## src/rtl/dtzs_pkg.sv

```systemverilog
// shared types and constants of the decimal trailing zero strip
// no dependencies
package dtzs_pkg;

    localparam int CLASS_W     = 2;
    localparam int ERR_W       = 2;
    localparam int SCALE_W     = 14;
    localparam int HI_W        = 49;
    localparam int LO_W        = 64;
    localparam int COEF_W      = HI_W + LO_W;

    localparam int LIMB_W      = 29;
    localparam int NUM_LIMBS   = 4;
    localparam int PAD_W       = LIMB_W * NUM_LIMBS;
    localparam int LIMB_IDX_W  = $clog2(NUM_LIMBS);
    localparam int REM_W       = 4;
    localparam int DIV_IN_W    = REM_W + LIMB_W;
    localparam int RECIP_W     = 32;
    localparam int PROD_W      = DIV_IN_W + RECIP_W;
    localparam int RECIP_SHIFT = 35;
    localparam logic [RECIP_W-1:0] RECIP_TEN = 32'd3435973837;

    localparam int STEP_LIMIT  = 40;
    localparam int STEP_W      = $clog2(STEP_LIMIT + 1);

    typedef enum logic [CLASS_W-1:0] {
        CLS_FINITE = 2'd0,
        CLS_ZERO   = 2'd1,
        CLS_INF    = 2'd2,
        CLS_NAN    = 2'd3
    } class_t;

    typedef enum logic [ERR_W-1:0] {
        ERR_OK  = 2'd0,
        ERR_NAN = 2'd1,
        ERR_INF = 2'd2
    } err_t;

    typedef enum logic [3:0] {
        ST_IDLE  = 4'b0001,
        ST_CHECK = 4'b0010,
        ST_DIV   = 4'b0100,
        ST_FIN   = 4'b1000
    } state_t;

    typedef struct packed {
        logic load;
        logic div_en;
        logic commit;
        logic publish;
    } cmd_t;

    typedef struct packed {
        logic need_strip;
        logic last_limb;
        logic rem_zero;
        logic more;
    } status_t;

endpackage

```

## src/rtl/dtzs_ctrl.sv

```systemverilog
// controller: sequences load, divide passes and hand-off to the output register
// depends on dtzs_pkg
module dtzs_ctrl (
    input  logic               clk,
    input  logic               rst_n,
    input  logic               in_valid,
    output logic               in_ready,
    output logic               out_valid,
    input  logic               out_ready,
    input  dtzs_pkg::status_t  status,
    output dtzs_pkg::cmd_t     cmd
);
    import dtzs_pkg::*;

    state_t state_reg;
    state_t state_next;
    logic   out_valid_reg;
    logic   out_valid_next;

    always_comb
    begin
        state_next = state_reg;
        cmd        = '0;
        in_ready   = 1'b0;

        unique case (state_reg)
            ST_IDLE:
            begin
                in_ready = 1'b1;
                if (in_valid)
                begin
                    cmd.load   = 1'b1;
                    state_next = ST_CHECK;
                end
            end
            ST_CHECK:
            begin
                state_next = status.need_strip ? ST_DIV : ST_FIN;
            end
            ST_DIV:
            begin
                cmd.div_en = 1'b1;
                if (status.last_limb)
                begin
                    if (status.rem_zero)
                    begin
                        cmd.commit = 1'b1;
                        state_next = status.more ? ST_DIV : ST_FIN;
                    end
                    else
                    begin
                        state_next = ST_FIN;
                    end
                end
            end
            ST_FIN:
            begin
                if (!out_valid_reg || out_ready)
                begin
                    cmd.publish = 1'b1;
                    state_next  = ST_IDLE;
                end
            end
            default:
            begin
                state_next = ST_IDLE;
            end
        endcase

        if (cmd.publish)
        begin
            out_valid_next = 1'b1;
        end
        else if (out_ready)
        begin
            out_valid_next = 1'b0;
        end
        else
        begin
            out_valid_next = out_valid_reg;
        end
    end

    always_ff @(posedge clk or negedge rst_n)
    begin
        if (!rst_n)
        begin
            state_reg     <= ST_IDLE;
            out_valid_reg <= 1'b0;
        end
        else
        begin
            state_reg     <= state_next;
            out_valid_reg <= out_valid_next;
        end
    end

    assign out_valid = out_valid_reg;

endmodule

```

## config.mk

```make
export PLATFORM = sky130hd
export DESIGN_NAME = dtzs_ctrl
export DESIGN_NICKNAME = d
export VERILOG_FILES = /design/src/rtl/dtzs_pkg.sv /design/src/rtl/dtzs_ctrl.sv
export SDC_FILE = /design/constraint.sdc
export NUM_CORES = 1
export LEC_CHECK = 0
export ABC_AREA = 1
export BUFFER_PORTS_ARGS = -buffer_cell sky130_fd_sc_hd__clkbuf_2
export CORE_AREA = 5 5 42 44
export DETAILED_ROUTE_END_ITERATION = 10
export DIE_AREA = 0 0 47 49
export GPL_TIMING_DRIVEN = 0
export PLACE_DENSITY = 0.47
export SLEW_MARGIN = 20
export SYNTH_ARGS = -nofsm -noshare
export SYNTH_HDL_FRONTEND = slang
export SYNTH_SLANG_ARGS = --single-unit
```

## constraint.sdc

```tcl
create_clock -name clk -period 1.5 [get_ports clk]
set_clock_uncertainty 0.2 [all_clocks]
set_input_delay 0.075 -clock clk [delete_from_list [all_inputs] [get_ports clk]]
set_output_delay 0.075 -clock clk [all_outputs]
set_load 0.005 [all_outputs]
```

==> results of run 1 <==
repair_timing:
item,CTS,global route
cloned,0,0
pin swaps,0,5
hold buffers,5,1
hold endpoints to repair,10,2
setup buffers,2,3
setup endpoints to repair,4,5
gates resized for setup,2,11
cells by family after synthesis:
family	Yosys count	share of synthesized area
AOI/OAI and AO/OA	4	0.0590
buffers and inverters	14	0.166
DFF	5	0.373
and+or+nand+nor	28	0.402
worst max-delay path: cells and delay by family, from the launching register on:
family	cells	cell delay (ps)
buffers and inverters	2	160
and+or+nand+nor	3	280
DFF	1	570
cells in the final DEF, fill, tap and decap left out, types with 3 or more instances in the layout:
master         synthesis  routed
inv_1                 13      12
clkbuf_2               0      11
nand3_1                8       8
dlygate4sd3_1          0       6
nor2_2                 3       5
nand2_1                8       5
buf_4                  1       5
nor2_4                 1       3
nand2_2                0       3
nor2_1                 7       3
o21ai_1                3       3
clkbuf_4               0       3
dfrtp_1                4       3
worst max-delay path by stage:
| stage | startpoint | endpoint | slack [ps] | cells past startpoint |
|---|---|---|---|---|
| finish | state_reg[0] | cmd[3] | -20 | 5 |
| global route | state_reg[0] | cmd[3] | -90 | 5 |
| CTS | state_reg[0] | cmd[3] | -50 | 5 |
| detailed placement | state_reg[0] | state_reg[2] | 190 | 5 |
| global placement | state_reg[0] | state_reg[2] | 180 | 5 |
| floorplan | state_reg[0] | state_reg[2] | 250 | 5 |
power by group through the flow:
stage / registers [mW] / clock network [mW] / logic (mW)
floorplan: 0.223 / 0 / 0.204
detailed placement: 0.228 / 0 / 0.295
global route: 0.244 / 0.172 / 0.508
global placement: 0.225 / 0 / 0.293
CTS: 0.233 / 0.155 / 0.362
finish: 0.238 / 0.150 / 0.457
final cells by class:
class	instances	area share
timing repair buffer	24	0.293
tap	16	0.0348
inverter	13	0.0848
clock buffer	4	0.0457
multi-input combinational	32	0.320
sequential	5	0.222
per-layer routing:
layer	track usage	wire [µm]
met5	0	0
met4	0.0691	20
met3	0	42
met2	0.115	422
met1	0.106	330
metrics by stage:
step           setup slack [ps]  utilization
5_1_grt                   -94.6        0.411
4_1_cts                   -49.3        0.373
3_5_place_dp                186        0.303
2_1_floorplan               254            -
3_3_place_gp                183        0.303
6_report                  -17.8        0.411
==> results.yml, run 1 <==
yosys:
  synth_top_area_share: 0.295
  synthTopCellsByArea: "dfrtp_1, inv_1, nand3_1, nand2_1, dfstp_2"
  synthesis.instances: 51
  synth_nets: 59
  synth_area_um2: 339
  yosys_warnings: 0
  yosys-top-cells-count: "inv_1, nand2_1, nand3_1, nor2_1, dfrtp_1"
  synth_ff_type: "dfrtp_1"
  ys_seq_area_frac: 0.373
  yosys.area.top_type: "dfrtp_1"
  synth-async-reset-ratio: 1.00
  synth_edf_count: 0
  synth.most_common_cell: "inv_1"
  yosysUniqueCellTypes: 12
  synth.avg_cell_area_um2: 6.65
  ys_seq_elements: 5
placed_design:
  dp_hpwl_um: 613
  post-place-cells: 80
  gp_congestion: 0.689
  dpl_cell_area_um2: 424
  numPortBuffers: 13
floorplanning:
  start_util: 0.242
  coreArea_mm2: 0.00140
  fp.dieW_um: 47
  num_rows: 14
  die_h_um: 49
  dieArea_mm2: 0.00230
  io_pins: 14
power_and_ir_drop:
  intPower_mw: 0.513
  leakage_nw: 0.315
  pwr-share-comb: 0.541
  switching_power_mw: 0.331
  p_seq_frac: 0.282
  vdd_ir_drop_max_uv: 575
  power_frac_clock: 0.177
  p_sw_frac: 0.392
  power_density_mw_per_mm2: 1470
  total_power_mw: 0.844
sta:
  timing.hold.ws_ps: 29.7
  setup-tns-final_ps: -17.8
  slew_headroom: 0.839
  worst_slack_ps: -17.8
  drv_slew: 0
  finalCritPeriodShare: 1.01
  max_clock_freq_mhz: 659
  setup_violations: 1
  hold_viol_final: 0
  fin_crit_ps: 1520
  rsz0062_at_grt: "true"
  max_slew.worst_pin.slew_ps: 241
setup_path:
  startpoint_type: "flip-flop"
  rr_endpoint: "state_reg[2]"
  crit_chain: "inv_2 -> nor2_4 -> nand2_2 -> nor2_1 -> buf_2"
  r2r_setup_slack_ps: 80
  critPathKind: "flip-flop to output pin"
  crit_arrival_ps: 1240
  reg2regPathDepth: 6
  crit_fanout: 3
  cp-end-kind: "output pin"
  slowest_stage: "dfstp_2"
  timing.rr.start: "state_reg[0]"
  cp.required_ps: 1220
  slowest_delay_ps: 570
layout:
  n_fill_cell: 157
  layout-drive-gt1-share: 0.462
  seq_area_um2: 128
  antenna_cells: 0
  finalNonFillerCells: 94
  design_area_um2: 576
  multi_input_area_um2: 184
  nNetsFinal: 87
  syn2layout_area_growth_pct: 69.7
  largest_reg_flops: 4
hold_path:
  hp-class: "input port to flip-flop"
  min_to: "state_reg[3]"
  min_path_cells: 6
  hp-start: "status[0]"
clock_network:
  clkTransAtPathRegs_ps: 40
  clk_latency_ps: 230
  cts_made_buffers: 3
  root_buffer: "clkbuf_4"
  cts_tree: "built"
  htreeDepth: 1
  cts_sinks: 5
  cts_max_path_buffers: 2
drt:
  drc: 0
  ant_nets: 0
  routed_via_density: 4.02
  finalWirelength_um: 816
  wl_per_cell_um: 8.68
  drt_iter0_drc: 1
  dr.pass1.iters: 2
  via_count: 378
run_status:
  outcome: "complete, but fails checks"
  violations: "setup timing"
global_routing:
  grt_max_degree: 7
  grtUsageTotal: 0.0805
  grt_pass1_vias: 360
  antenna_found_initial: 0
  grt_first_pass_wirelength_mm: 1.37
  grt_overflow_total: 0
job:
  cap_violations: 0
Note: power is estimated with default switching activity, not from simulation.
==> run 2: changes to the inputs <==
RECOVER_POWER = 25   (was default)
==> run 2 against run 1 <==
Against the previous run:
- the run still ends with setup timing left
- final area is 0.22% lower
- count of clock-buffer cells in the layout stayed put
- register-to-register slack barely moved
- fmax about the same
- first-iteration DRC count is the same
- clock power barely moved
- via count increased by 0.26%
- sequential share of layout area is essentially flat
- routed wire length is 0.25% lower
==> results.yml, run 2 (same netlist as run 1, synthesis figures left out) <==
setup_path:
  reg2regPathDepth: 6
  timing.rr.start: "state_reg[0]"
  cp.required_ps: 1220
  rr_endpoint: "state_reg[2]"
  critPathKind: "flip-flop to output pin"
  slowest_stage: "dfstp_2"
  cp-end-kind: "output pin"
  crit_fanout: 3
  crit_arrival_ps: 1240
  startpoint_type: "flip-flop"
  r2r_setup_slack_ps: 80
  crit_chain: "inv_2 -> nor2_4 -> nand2_2 -> nor2_1 -> buf_2"
  slowest_delay_ps: 570
drt:
  routed_via_density: 4.03
  drc: 0
  wl_per_cell_um: 8.66
  via_count: 379
  dr.pass1.iters: 2
  drt_iter0_drc: 1
  finalWirelength_um: 814
  ant_nets: 0
layout:
  multi_input_area_um2: 184
  nNetsFinal: 87
  finalNonFillerCells: 94
  design_area_um2: 574
  seq_area_um2: 128
  final_util: 0.410
  final_cell_mix: "inv_1, clkbuf_2, nand3_1, dlygate4sd3_1"
  layout_commonest_cell: "inv_1"
  syn2layout_area_growth_pct: 69.4
  largest_reg_flops: 4
  layout-drive-gt1-share: 0.449
  n_fill_cell: 158
  antenna_cells: 0
floorplanning:
  io_pins: 14
  fp.dieW_um: 47
  die_h_um: 49
  num_rows: 14
  start_util: 0.242
  dieArea_mm2: 0.00230
  coreArea_mm2: 0.00140
power_and_ir_drop:
  vdd_ir_drop_max_uv: 575
  leakage_nw: 0.312
  power_density_mw_per_mm2: 1470
  total_power_mw: 0.843
sta:
  rsz0062_at_grt: "true"
  setup-tns-final_ps: -17.1
  hold_viol_final: 0
  drv_slew: 0
  worst_slack_ps: -17.1
  finalCritPeriodShare: 1.01
  timing.hold.ws_ps: 29.7
  max_clock_freq_mhz: 659
  slew_headroom: 0.824
  setup_violations: 1
  max_slew.worst_pin.slew_ps: 264
  fin_crit_ps: 1520
placed_design:
  gp_congestion: 0.689
  numPortBuffers: 13
  post-place-ws_ps: 186
  post-place-cells: 80
  dp_hpwl_um: 613
  dpl_cell_area_um2: 424
job:
  cap_violations: 0
hold_path:
  hp-start: "status[0]"
  min_path_cells: 6
  min_to: "state_reg[3]"
  hp-class: "input port to flip-flop"
global_routing:
  grt_overflow_total: 0
  grt_max_degree: 7
  antenna_found_initial: 0
  grt_first_pass_wirelength_mm: 1.37
  grt_pass1_vias: 360
  grtUsageTotal: 0.0805
clock_network:
  clk_latency_ps: 230
  cts_sinks: 5
  htreeDepth: 1
  root_buffer: "clkbuf_4"
  cts_max_path_buffers: 2
  cts_tree: "built"
  clkTransAtPathRegs_ps: 40
  cts_made_buffers: 3
run_status:
  outcome: "complete, but fails checks"
  violations: "setup timing"
[run 2: cell counts in the layout (fill, tap and decap cells not counted)]
No cell type changed its count.
[run 2: metal layers]
layer	vias up	GRT usage	routed length, µm
met2	9	0.115	422
li1	206	-	-
met3	2	0	42
met4	0	0.0691	20
met1	162	0.106	328
met5	-	0	0
[run 2: timing repair]
action / CTS / global route
pin swaps: 0 / 5
setup endpoints to repair: 4 / 5
hold endpoints to repair: 10 / 2
cloned: 0 / 0
setup buffers: 2 / 3
gates resized for setup: 2 / 11
hold buffers: 5 / 1
[run 2: where the power goes]
part           internal, mW  switching, mW  leakage (nW)
clock                 0.100         0.0495        0.0150
combinational         0.223          0.233         0.233
sequential            0.189         0.0480        0.0637
total                 0.513          0.331         0.312
[run 2: worst max-delay path by stage]
stage | start | endpoint | slack [ps]
floorplan | state_reg[0] | state_reg[2] | 250
detailed placement | state_reg[0] | state_reg[2] | 190
global placement | state_reg[0] | state_reg[2] | 180
global route | state_reg[0] | cmd[3] | -90
finish | state_reg[0] | cmd[3] | -20
CTS | state_reg[0] | cmd[3] | -50
[run 2: layout make-up]
type	count	share of cell area
flip-flops and latches	5	0.222
inverters	13	0.0850
clock buffers	4	0.0458
well taps	16	0.0349
repair buffers	24	0.292
multi-input cells	32	0.320
[run 2: worst max-delay path: cells and delay by family (launching register included)]
family / cells / cell delay, ps
AND/OR/NAND/NOR: 3 / 280
buffers and inverters: 2 / 160
flip-flops: 1 / 570
==> run 3: changes to the inputs <==
PLACE_DENSITY = default   (was 0.47)
==> run 3 against run 2 <==
Against the previous run:
- the run still ends with setup timing left
- first-iteration DRC count unchanged
- count of clock-buffer cells in the layout is the same
- setup slack lost 9.3 ps
- global-route usage is 0.45 points higher
- final area decreased by 4.1%
- core utilization fell by 1.7 points
- combinational power shrank 17%
- non-clock buffer count is 2 lower
- clock power is 3% higher
- routed wire length down 7.0%
- critical endpoint unchanged
- highest routed layer is now met3
==> results.yml, run 3 (same netlist as run 1, synthesis figures left out) <==
run_status:
  outcome: "complete, but fails checks"
  violations: "setup timing"
sta:
  slew_headroom: 0.858
  rsz0062_at_grt: "true"
  timing.hold.ws_ps: 31.8
  hold_viol_final: 0
  max_slew.worst_pin.slew_ps: 213
  max_clock_freq_mhz: 655
  fin_crit_ps: 1530
  worst_slack_ps: -26.4
  finalCritPeriodShare: 1.02
  setup_violations: 2
  drv_slew: 0
power_and_ir_drop:
  leakage_nw: 0.300
  vdd_ir_drop_max_uv: 692
  intPower_mw: 0.467
  total_power_mw: 0.779
  power_frac_clock: 0.198
  power_density_mw_per_mm2: 1410
  switching_power_mw: 0.312
  pwr-share-comb: 0.486
  p_seq_frac: 0.316
  p_sw_frac: 0.401
global_routing:
  antenna_found_initial: 0
  grt_overflow_total: 0
  grt_first_pass_wirelength_mm: 1.44
  grt_max_degree: 7
  grtUsageTotal: 0.0849
  grt_pass1_vias: 351
clock_network:
  cts_max_path_buffers: 2
  cts_sinks: 5
  cts_made_buffers: 3
  cts_tree: "built"
  htreeDepth: 1
  clkTransAtPathRegs_ps: 50
  root_buffer: "clkbuf_4"
  clk_latency_ps: 240
layout:
  syn2layout_area_growth_pct: 62.4
  final_util: 0.393
  antenna_cells: 0
  layout-drive-gt1-share: 0.434
  final_cell_mix: "inv_1, clkbuf_2, nand3_1, nand2_1, dlygate4sd3_1"
  largest_reg_flops: 4
  n_fill_cell: 152
  finalNonFillerCells: 92
  nNetsFinal: 85
setup_path:
  cp-end-kind: "output pin"
  timing.rr.start: "state_reg[0]"
  crit_arrival_ps: 1250
  critPathLaunch: "state_reg[0]"
  r2r_setup_slack_ps: 160
  rr_endpoint: "state_reg[0]"
  cp.required_ps: 1220
  crit_fanout: 3
  startpoint_type: "flip-flop"
  reg2regPathDepth: 6
  critPathKind: "flip-flop to output pin"
placed_design:
  dp_hpwl_um: 570
  gp_congestion: 0.693
  post-place-cells: 80
  numPortBuffers: 13
drt:
  via_count: 359
  drc: 0
  dr.pass1.iters: 3
  routed_via_density: 3.90
  drt_iter0_drc: 1
  finalWirelength_um: 757
  ant_nets: 0
  wl_per_cell_um: 8.23
floorplanning:
  io_pins: 14
  die_h_um: 49
  fp.dieW_um: 47
  num_rows: 14
  start_util: 0.242
  coreArea_mm2: 0.00140
  dieArea_mm2: 0.00230
hold_path:
  hp-class: "input port to flip-flop"
  min_to: "state_reg[3]"
  min_path_cells: 6
  hp-start: "status[0]"
job:
  cap_violations: 0
run 3: per-stage QoR:
| step | area (µm²) | setup TNS [ps] | setup slack, ps |
|---|---|---|---|
| 2_1_floorplan | 339 | 0 | 254 |
| 3_3_place_gp | 424 | 0 | 188 |
| 3_5_place_dp | 424 | 0 | 168 |
| 4_1_cts | 520 | -73.4 | -41.7 |
| 5_1_grt | 551 | -313 | -110 |
| 6_report | 551 | -30.1 | -26.4 |
run 3: worst max-delay path by stage:
| stage | cells after the start | slack (ps) | to |
|---|---|---|---|
| final | 5 | -30 | cmd[3] |
| after global routing | 5 | -110 | cmd[3] |
| after CTS | 5 | -40 | cmd[0] |
| after detailed placement | 5 | 170 | state_reg[2] |
| after global placement | 5 | 190 | state_reg[3] |
| after floorplan | 5 | 250 | state_reg[2] |
run 3: worst max-delay path, cell delays in order (launching register included):
cell and delay (ps):
dfstp_2 570, inv_2 50, nor2_4 110, nand2_2 70, nor2_1 90, buf_2 110
run 3: metal layers:
| layer | up-vias | GRT usage | part of all wire |
|---|---|---|---|
| met5 | - | 0 | 0 |
| met4 | 0 | 0.0553 | 0 |
| met3 | 0 | 0.0258 | 0.071 |
| met2 | 9 | 0.118 | 0.48 |
| met1 | 149 | 0.109 | 0.44 |
| li1 | 201 | - | - |
run 3: power by group through the flow:
| stage | registers (mW) | logic, mW | clock network, mW |
|---|---|---|---|
| final | 0.246 | 0.378 | 0.154 |
| after detailed placement | 0.228 | 0.288 | 0 |
| after global placement | 0.225 | 0.288 | 0 |
| after CTS | 0.228 | 0.334 | 0.155 |
| after floorplan | 0.223 | 0.204 | 0 |
| after global routing | 0.255 | 0.438 | 0.169 |
run 3: cell type report:
| cell class | instances | area, µm² | area share |
|---|---|---|---|
| flip-flops and latches | 5 | 128 | 0.232 |
| multi-input cells | 32 | 181 | 0.330 |
| clock buffers | 4 | 26.3 | 0.0477 |
| well taps | 16 | 20.0 | 0.0364 |
| plain buffers | 1 | 7.51 | 0.0136 |
| inverters | 13 | 48.8 | 0.0886 |
| repair buffers | 21 | 139 | 0.252 |
run 3: timing repair:
item / in CTS / in global routing
endpoints found under the setup margin: 4 / 5
hold buffers: 6 / 0
gates resized for setup: 1 / 11
pin swaps: 0 / 6
setup buffers: 1 / 1
hold endpoints to repair: 10 / 0
